===== src/hw/rtl/pfb_pkg.sv =====
`timescale 1ns / 1ps

package pfb_pkg;

	localparam logic [7:0]  BYTE_START   = 8'h7E;
	localparam logic [7:0]  BYTE_VERSION = 8'h01;
	localparam logic [7:0]  BYTE_ZERO    = 8'h00;
	localparam logic [7:0]  BYTE_STOP    = 8'h7F;
	localparam logic [15:0] CRC_POLY     = 16'h1021;
	localparam logic [15:0] CRC_INIT     = 16'hFFFF;
	localparam logic [15:0] CRC_MSB      = 16'h8000;

	localparam logic OP_HEADER = 1'b0;
	localparam logic OP_DATA   = 1'b1;

	typedef enum logic [1:0] {
		PH_IDLE  = 2'd0,
		PH_TOPIC = 2'd1,
		PH_BODY  = 2'd2
	} phase_t;

	typedef enum logic [3:0] {
		ST_START,
		ST_VERSION,
		ST_ID_HI,
		ST_ID_LO,
		ST_ZERO,
		ST_TOPIC_LEN,
		ST_DATA,
		ST_LEN_HI,
		ST_LEN_LO,
		ST_CRC_HI,
		ST_CRC_LO,
		ST_STOP
	} step_t;

	typedef struct packed {
		logic       op;
		logic [7:0] topic_length;
		logic [7:0] body_length;
		logic [7:0] data_byte;
	} in_item_t;

	typedef struct packed {
		logic [7:0] out_byte;
		logic       frame_end;
	} out_item_t;

	typedef struct packed {
		logic        hdr;
		logic [15:0] msg_id;
		logic [7:0]  topic_cnt;
		logic [7:0]  body_len;
		logic [7:0]  data;
		logic        do_len;
		logic        do_close;
	} cmd_t;

	function automatic logic [15:0] crc_byte(input logic [15:0] crc_in, input logic [7:0] b);
		logic [15:0] c;
		c = crc_in ^ {b, 8'h00};
		for (int i = 0; i < 8; i++) begin
			if ((c & CRC_MSB) != 16'h0000) begin
				c = {c[14:0], 1'b0} ^ CRC_POLY;
			end else begin
				c = {c[14:0], 1'b0};
			end
		end
		return c;
	endfunction

endpackage


===== src/hw/rtl/pfb_front.sv =====
`timescale 1ns / 1ps

module pfb_front (
	input  logic              clk,
	input  logic              arst_n,
	input  logic              in_valid,
	output logic              in_ready,
	input  pfb_pkg::in_item_t in_item,
	output logic              push_valid,
	input  logic              push_ready,
	output pfb_pkg::cmd_t     push_cmd
);

	pfb_pkg::phase_t phase_q, phase_d;
	logic [7:0]      topic_left_q, topic_left_d;
	logic [7:0]      body_left_q, body_left_d;
	logic [15:0]     msg_id_q, msg_id_d;
	logic            accept;
	logic [7:0]      dec_topic;
	logic [7:0]      dec_body;

	assign in_ready  = push_ready;
	assign accept    = in_valid & push_ready;
	assign dec_topic = topic_left_q - 8'd1;
	assign dec_body  = body_left_q - 8'd1;

	always_comb begin
		phase_d          = phase_q;
		topic_left_d     = topic_left_q;
		body_left_d      = body_left_q;
		msg_id_d         = msg_id_q;
		push_valid       = 1'b0;
		push_cmd.hdr     = 1'b0;
		push_cmd.msg_id  = msg_id_q;
		push_cmd.topic_cnt = in_item.topic_length;
		push_cmd.body_len  = body_left_q;
		push_cmd.data      = in_item.data_byte;
		push_cmd.do_len    = 1'b0;
		push_cmd.do_close  = 1'b0;
		if (in_item.op == pfb_pkg::OP_HEADER) begin
			push_valid        = in_valid;
			push_cmd.hdr      = 1'b1;
			push_cmd.body_len = in_item.body_length;
			topic_left_d      = in_item.topic_length;
			body_left_d       = in_item.body_length;
			msg_id_d          = msg_id_q + 16'd1;
			if (in_item.topic_length == 8'd0) begin
				push_cmd.do_len   = 1'b1;
				push_cmd.do_close = (in_item.body_length == 8'd0);
				phase_d = (in_item.body_length == 8'd0) ? pfb_pkg::PH_IDLE : pfb_pkg::PH_BODY;
			end else begin
				phase_d = pfb_pkg::PH_TOPIC;
			end
		end else begin
			unique case (phase_q)
				pfb_pkg::PH_TOPIC: begin
					push_valid   = in_valid;
					topic_left_d = dec_topic;
					if (dec_topic == 8'd0) begin
						push_cmd.do_len   = 1'b1;
						push_cmd.do_close = (body_left_q == 8'd0);
						phase_d = (body_left_q == 8'd0) ? pfb_pkg::PH_IDLE : pfb_pkg::PH_BODY;
					end
				end
				pfb_pkg::PH_BODY: begin
					push_valid  = in_valid;
					body_left_d = dec_body;
					if (dec_body == 8'd0) begin
						push_cmd.do_close = 1'b1;
						phase_d = pfb_pkg::PH_IDLE;
					end
				end
				default: begin
					phase_d = pfb_pkg::PH_IDLE;
				end
			endcase
		end
	end

	always_ff @(posedge clk or negedge arst_n) begin
		if (!arst_n) begin
			phase_q      <= pfb_pkg::PH_IDLE;
			topic_left_q <= 8'd0;
			body_left_q  <= 8'd0;
			msg_id_q     <= 16'd0;
		end else if (accept) begin
			phase_q      <= phase_d;
			topic_left_q <= topic_left_d;
			body_left_q  <= body_left_d;
			msg_id_q     <= msg_id_d;
		end
	end

endmodule


===== src/hw/rtl/pfb_queue.sv =====
`timescale 1ns / 1ps

module pfb_queue #(
	parameter int DEPTH = 4
) (
	input  logic          clk,
	input  logic          arst_n,
	input  logic          push_valid,
	output logic          push_ready,
	input  pfb_pkg::cmd_t push_cmd,
	output logic          pop_valid,
	input  logic          pop_ready,
	output pfb_pkg::cmd_t pop_cmd
);

	localparam int PTR_W = (DEPTH > 1) ? $clog2(DEPTH) : 1;
	localparam int CNT_W = $clog2(DEPTH + 1);

	pfb_pkg::cmd_t    mem_q [DEPTH];
	logic [PTR_W-1:0] wr_ptr_q;
	logic [PTR_W-1:0] rd_ptr_q;
	logic [CNT_W-1:0] count_q;
	logic             do_push;
	logic             do_pop;

	assign push_ready = (count_q != CNT_W'(DEPTH));
	assign pop_valid  = (count_q != '0);
	assign pop_cmd    = mem_q[rd_ptr_q];
	assign do_push    = push_valid & push_ready;
	assign do_pop     = pop_valid & pop_ready;

	always_ff @(posedge clk) begin
		if (do_push) begin
			mem_q[wr_ptr_q] <= push_cmd;
		end
	end

	always_ff @(posedge clk or negedge arst_n) begin
		if (!arst_n) begin
			wr_ptr_q <= '0;
			rd_ptr_q <= '0;
			count_q  <= '0;
		end else begin
			if (do_push) begin
				wr_ptr_q <= (wr_ptr_q == PTR_W'(DEPTH - 1)) ? '0 : wr_ptr_q + PTR_W'(1);
			end
			if (do_pop) begin
				rd_ptr_q <= (rd_ptr_q == PTR_W'(DEPTH - 1)) ? '0 : rd_ptr_q + PTR_W'(1);
			end
			if (do_push && !do_pop) begin
				count_q <= count_q + CNT_W'(1);
			end else if (do_pop && !do_push) begin
				count_q <= count_q - CNT_W'(1);
			end
		end
	end

endmodule


===== src/hw/rtl/pfb_back.sv =====
`timescale 1ns / 1ps

module pfb_back (
	input  logic               clk,
	input  logic               arst_n,
	input  logic               pop_valid,
	output logic               pop_ready,
	input  pfb_pkg::cmd_t      pop_cmd,
	output logic               out_valid,
	input  logic               out_ready,
	output pfb_pkg::out_item_t out_item
);

	pfb_pkg::cmd_t      cmd_q;
	pfb_pkg::step_t     step_q, step_d;
	logic               busy_q;
	logic [15:0]        crc_q, crc_d;
	pfb_pkg::out_item_t out_q, out_d;
	logic               out_valid_q;
	logic               adv;
	logic               last;
	logic               load;

	assign adv       = busy_q & (~out_valid_q | out_ready);
	assign pop_ready = ~busy_q | (adv & last);
	assign load      = pop_valid & pop_ready;
	assign out_valid = out_valid_q;
	assign out_item  = out_q;

	always_comb begin
		step_d          = step_q;
		last            = 1'b0;
		out_d.frame_end = 1'b0;
		out_d.out_byte  = pfb_pkg::BYTE_ZERO;
		crc_d           = crc_q;
		unique case (step_q)
			pfb_pkg::ST_START: begin
				out_d.out_byte = pfb_pkg::BYTE_START;
				crc_d          = pfb_pkg::CRC_INIT;
				step_d         = pfb_pkg::ST_VERSION;
			end
			pfb_pkg::ST_VERSION: begin
				out_d.out_byte = pfb_pkg::BYTE_VERSION;
				step_d         = pfb_pkg::ST_ID_HI;
			end
			pfb_pkg::ST_ID_HI: begin
				out_d.out_byte = cmd_q.msg_id[15:8];
				step_d         = pfb_pkg::ST_ID_LO;
			end
			pfb_pkg::ST_ID_LO: begin
				out_d.out_byte = cmd_q.msg_id[7:0];
				step_d         = pfb_pkg::ST_ZERO;
			end
			pfb_pkg::ST_ZERO: begin
				out_d.out_byte = pfb_pkg::BYTE_ZERO;
				step_d         = pfb_pkg::ST_TOPIC_LEN;
			end
			pfb_pkg::ST_TOPIC_LEN: begin
				out_d.out_byte = cmd_q.topic_cnt;
				step_d         = pfb_pkg::ST_LEN_HI;
				last           = ~cmd_q.do_len;
			end
			pfb_pkg::ST_DATA: begin
				out_d.out_byte = cmd_q.data;
				step_d = cmd_q.do_len ? pfb_pkg::ST_LEN_HI : pfb_pkg::ST_CRC_HI;
				last   = ~cmd_q.do_len & ~cmd_q.do_close;
			end
			pfb_pkg::ST_LEN_HI: begin
				out_d.out_byte = pfb_pkg::BYTE_ZERO;
				step_d         = pfb_pkg::ST_LEN_LO;
			end
			pfb_pkg::ST_LEN_LO: begin
				out_d.out_byte = cmd_q.body_len;
				step_d         = pfb_pkg::ST_CRC_HI;
				last           = ~cmd_q.do_close;
			end
			pfb_pkg::ST_CRC_HI: begin
				out_d.out_byte = crc_q[15:8];
				step_d         = pfb_pkg::ST_CRC_LO;
			end
			pfb_pkg::ST_CRC_LO: begin
				out_d.out_byte = crc_q[7:0];
				step_d         = pfb_pkg::ST_STOP;
			end
			pfb_pkg::ST_STOP: begin
				out_d.out_byte  = pfb_pkg::BYTE_STOP;
				out_d.frame_end = 1'b1;
				step_d          = pfb_pkg::ST_START;
				last            = 1'b1;
			end
			default: begin
				step_d = pfb_pkg::ST_START;
				last   = 1'b1;
			end
		endcase
		if (step_q != pfb_pkg::ST_START && step_q != pfb_pkg::ST_CRC_HI &&
		    step_q != pfb_pkg::ST_CRC_LO && step_q != pfb_pkg::ST_STOP) begin
			crc_d = pfb_pkg::crc_byte(crc_q, out_d.out_byte);
		end
	end

	always_ff @(posedge clk) begin
		if (load) begin
			cmd_q <= pop_cmd;
		end
		if (adv) begin
			out_q <= out_d;
		end
	end

	always_ff @(posedge clk or negedge arst_n) begin
		if (!arst_n) begin
			busy_q      <= 1'b0;
			step_q      <= pfb_pkg::ST_START;
			crc_q       <= pfb_pkg::CRC_INIT;
			out_valid_q <= 1'b0;
		end else begin
			if (adv) begin
				crc_q       <= crc_d;
				out_valid_q <= 1'b1;
			end else if (out_ready) begin
				out_valid_q <= 1'b0;
			end
			if (load) begin
				busy_q <= 1'b1;
				step_q <= pop_cmd.hdr ? pfb_pkg::ST_START : pfb_pkg::ST_DATA;
			end else if (adv && last) begin
				busy_q <= 1'b0;
			end else if (adv) begin
				step_q <= step_d;
			end
		end
	end

endmodule


===== src/hw/rtl/publish_frame_builder_crc16.sv =====
`timescale 1ns / 1ps
// An accepted item passes the command queue and the back command and output registers.
// Back sequencer: one output byte per cycle while busy and out_ready allows; a data item
// gives 1 byte (up to 6 when it ends the topic or closes the frame), a header 6 to 11.
// Input is taken while the command queue between front and back has room.
// Reset: no frame open, message id 0, CRC 0xFFFF, queue and output register empty.

module publish_frame_builder_crc16 #(
	parameter int QUEUE_DEPTH = 4
) (
	input  logic               clk,
	input  logic               arst_n,
	input  logic               in_valid,
	output logic               in_ready,
	input  pfb_pkg::in_item_t  in_item,
	output logic               out_valid,
	input  logic               out_ready,
	output pfb_pkg::out_item_t out_item
);

	logic          push_valid;
	logic          push_ready;
	pfb_pkg::cmd_t push_cmd;
	logic          pop_valid;
	logic          pop_ready;
	pfb_pkg::cmd_t pop_cmd;

	pfb_front u_front (
		.clk        (clk),
		.arst_n     (arst_n),
		.in_valid   (in_valid),
		.in_ready   (in_ready),
		.in_item    (in_item),
		.push_valid (push_valid),
		.push_ready (push_ready),
		.push_cmd   (push_cmd)
	);

	pfb_queue #(
		.DEPTH (QUEUE_DEPTH)
	) u_queue (
		.clk        (clk),
		.arst_n     (arst_n),
		.push_valid (push_valid),
		.push_ready (push_ready),
		.push_cmd   (push_cmd),
		.pop_valid  (pop_valid),
		.pop_ready  (pop_ready),
		.pop_cmd    (pop_cmd)
	);

	pfb_back u_back (
		.clk       (clk),
		.arst_n    (arst_n),
		.pop_valid (pop_valid),
		.pop_ready (pop_ready),
		.pop_cmd   (pop_cmd),
		.out_valid (out_valid),
		.out_ready (out_ready),
		.out_item  (out_item)
	);

endmodule


===== config.mk =====
export PLATFORM = sky130hd
export DESIGN_NAME = publish_frame_builder_crc16
export DESIGN_NICKNAME = d
export VERILOG_FILES = /design/src/hw/rtl/pfb_pkg.sv /design/src/hw/rtl/pfb_front.sv /design/src/hw/rtl/pfb_queue.sv /design/src/hw/rtl/pfb_back.sv /design/src/hw/rtl/publish_frame_builder_crc16.sv
export SDC_FILE = /design/constraint.sdc
export NUM_CORES = 1
export LEC_CHECK = 0
export BUFFER_PORTS_ARGS = -buffer_cell sky130_fd_sc_hd__buf_2
export CORE_MARGIN = 2
export CORE_UTILIZATION = 59
export CTS_CLUSTER_SIZE = 24
export DETAILED_ROUTE_END_ITERATION = 8
export PLACE_DENSITY = 0.76
export SYNTH_ARGS = -nofsm -noshare
export SYNTH_HDL_FRONTEND = slang
export SYNTH_SLANG_ARGS = --single-unit
export TNS_END_PERCENT = 20

===== constraint.sdc =====
create_clock -name clk -period 4 [get_ports clk]
set_input_delay 0.2 -clock clk [delete_from_list [all_inputs] [get_ports clk]]
set_output_delay 0.2 -clock clk [all_outputs]
set_load 0.005 [all_outputs]

==> flow_summary.yaml <==
outcome:
  status: "complete, no violations"
cells_and_area:
  layout_common_cells: "223 x edfxtp_1, 50 x nand2_1, 45 x dfrtp_1"
  fillers: 1297
  multi_input_area_mm2: 0.00369
  final_net_count: 894
  syn_to_final_growth_pct: 13.7
  seq_area_mm2: 0.00830
  drive_above_1_share_pct: 22.1
  diodes: 0
  final_common_cell: "edfxtp_1"
place:
  io_buffer_count: 39
  place.gp.congestion: 0.881
  hpwl_mm: 15.8
logic_synthesis:
  avgSynthCellArea_um2: 15.7
  syn_nets: 823
  synth_edf_count: 223
  yosysSeqAreaShare_pct: 68.0
  synthFlopType: "edfxtp_1"
  yosysUniqueCellTypes: 67
  syn_area_mm2: 0.0122
  synth_seq_cells: 286
  syn_inst: 779
  yosysWarnings: 0
  async_flop_share_pct: 22.0
critical_path:
  crit_top_cell: "nor2b_1"
  path_buf_inv: 0
  cp_max_fo: 36
  path_class: "reg -> reg"
  worstPathCellList: "nor2b_1 -> a22oi_1 -> nor2b_1 -> nor4_2 -> xnor3_1 -> xnor2_1 -> a21oi_1"
  critPathTopFamily: "flip-flops"
  startpoint_type: "register"
  required_ps: 4460
  cp_slowest_cell: "dfrtp_1"
  cp.arrival_ps: 3650
  critical-path-max-stage-delay_ps: 1090
  critPathCaptureType: "register"
clock_network:
  numCtsBuffers: 29
  path_clk_slew_ps: 60
  root_buffer: "clkbuf_16"
  cts_repair_resize_count: 0
  clock_latency_ps: 540
  cts_sinks: 286
  post-cts-setup-buffers: 0
  htreeDepth: 1
  clk_path_buf_depth: 3
  cts_hold_buf: 23
  cts_tree: "done"
timing:
  worst_slew_pin_slew_ps: 1130
  clock_skew_ps: 8.24
  fin_crit_sh_pct: 79.8
  slew_violations: 0
  setup_violations: 0
  hold_viol_final: 0
  fmax_ghz: 0.313
  rsz0062_at_grt: "no"
  maxSlewHeadroom_pct: 24.4
  finalSetupTns_ps: 0
  hold-worst-slack_ps: 8.10
  period_needed_ps: 3190
power:
  powerDensity_mw_per_mm2: 825
  p_leak_nw: 4.98
  irDropWorstVdd_uv: 413
drt:
  drt_iter0_markers: 660
  dr.pass1.iters: 5
  wl_met2_mm: 12.4
  wirelength_mm: 25.0
  ant_nets: 0
  avgRoutedWirePerCell_um: 21.9
  drt-met1-wl_mm: 10.5
  drc_errors: 0
  dr.max_layer_used: "met4"
  vias_per_cell: 6.12
  vias: 6994
  dr_wl_met3_mm: 1.38
floorplanning:
  initial_utilization_pct: 60.3
  ioPinCount: 40
  die_h_um: 148
  coreArea_mm2: 0.0202
  die_area_mm2: 0.0218
  floorplan.rows: 52
  die_w_um: 148
run:
  maxCapViolations: 0
global_route:
  grt_pass1_vias: 7088
  grt_max_degree: 49
  track_usage_pct: 23.8
  grt_pass1_wl_mm: 39.7
  grt_overflow: 0
  antenna_found_initial: 0
worst_hold_path:
  hold_path_class: "in -> reg"
-- per-layer routing --
| layer | vias to the layer above | global-route usage [%] |
|---|---|---|
| li1 | 3145 | - |
| met4 | 0 | 7.07 |
| met5 | - | 0 |
| met3 | 48 | 3.95 |
| met2 | 211 | 39.5 |
| met1 | 3590 | 32.9 |
-- cell type report --
class | count | share of cell area, %
repair buffers | 76 | 3.91
clock inverters | 15 | 0.938
clock buffers | 38 | 5.84
inverters | 19 | 0.514
multi-input cells | 438 | 26.6
well taps | 270 | 2.44
flip-flops and latches | 286 | 59.8
-- kinds of logic after synthesis --
logic type / Yosys count / share of synthesized area (%)
mux: 65 / 9.95
buf+inv: 55 / 1.90
compound gates: 117 / 6.34
flops: 286 / 68.0
simple gates: 194 / 8.39
fa+ha+maj: 15 / 1.60
xor+xnor: 47 / 3.86
-- worst reg2reg max path, delay by kind of cell (launching register included) --
kind / cells / cell delay, ps
DFF: 1 / 1090
xor gates and xnor gates: 2 / 710
and+or+nand+nor: 3 / 840
AOI/OAI and AO/OA: 2 / 480
-- worst paths after layout --
check	end	startpoint	slack, ps	cells after the start
max	u_back.crc_q[7]	u_back.step_q[1]	810	7
min	u_front.body_left_q[5]	in_item[13]	8	3
max reg2reg	u_back.crc_q[7]	u_back.step_q[1]	810	7
min reg2reg	u_back.out_valid	u_back.busy_q	530	1
max in group asynchronous	u_back.crc_q[6]	arst_n	2670	3
min in group asynchronous	u_front.msg_id_q[0]	arst_n	340	2
-- Yosys cell counts (all sizes together), types with 4 or more instances --
| cell | number | share of area, % |
|---|---|---|
| o22ai | 13 | 0.67 |
| a22o | 4 | 0.29 |
| edfxtp | 223 | 55 |
| dfstp | 16 | 3.4 |
| a21oi | 34 | 1.4 |
| o2bb2ai | 5 | 0.36 |
| nor3b | 7 | 0.47 |
| mux2 | 14 | 1.3 |
| and2 | 6 | 0.31 |
| nor2 | 39 | 1.2 |
| clkbuf | 20 | 0.62 |
| and3 | 8 | 0.41 |
| buf | 16 | 0.70 |
| nor2b | 9 | 0.46 |
| nand3 | 20 | 0.82 |
| inv | 18 | 0.55 |
| nand4 | 4 | 0.21 |
| o21ai | 24 | 0.98 |
| and3b | 6 | 0.43 |
| o22a | 5 | 0.36 |
| mux2i | 8 | 0.72 |
| mux4 | 43 | 7.9 |
| xnor2 | 28 | 2.0 |
| nand3b | 6 | 0.37 |
| nor4 | 7 | 0.41 |
| nand2 | 50 | 1.5 |
| ha | 14 | 1.4 |
| dfrtp | 47 | 9.6 |
| nand2b | 7 | 0.36 |
| xor2 | 15 | 1.1 |
| nor3 | 12 | 0.49 |
| a22oi | 8 | 0.49 |
-- power breakdown --
| group | internal [mW] | leakage, nW | switching (mW) |
|---|---|---|---|
| registers | 4.33 | 2.81 | 0.757 |
| clock network | 1.55 | 0.463 | 1.08 |
| logic | 1.79 | 1.70 | 1.94 |
-- metrics by stage --
step	power (mW)	util [%]	worst slack [ps]	area, µm²	instances
after floorplan	7.71	-	737	12200	779
after global placement	8.63	62.8	1080	12700	1066
after detailed placement	8.83	62.8	928	12700	1066
after CTS	11.5	68.6	895	13900	1142
after global routing	12.1	68.6	605	13900	1142
final	11.4	68.6	807	13900	1142
-- flip-flops by register name, summed over array words and instances (netlist names) --
register	flops
u_queue.mem_q	172
u_back.cmd_q	42
u_front.body_left_q	8
u_back.step_q	4
u_back.busy_q	1
u_back.crc_q	16
u_queue.wr_ptr_q	2
u_front.phase_q	2
u_queue.rd_ptr_q	2
u_back.out_valid	1
u_back.out_item	9
u_front.topic_left_q	8
u_front.msg_id_q	16
u_queue.count_q	3
Power figures use the tool's default switching activity.
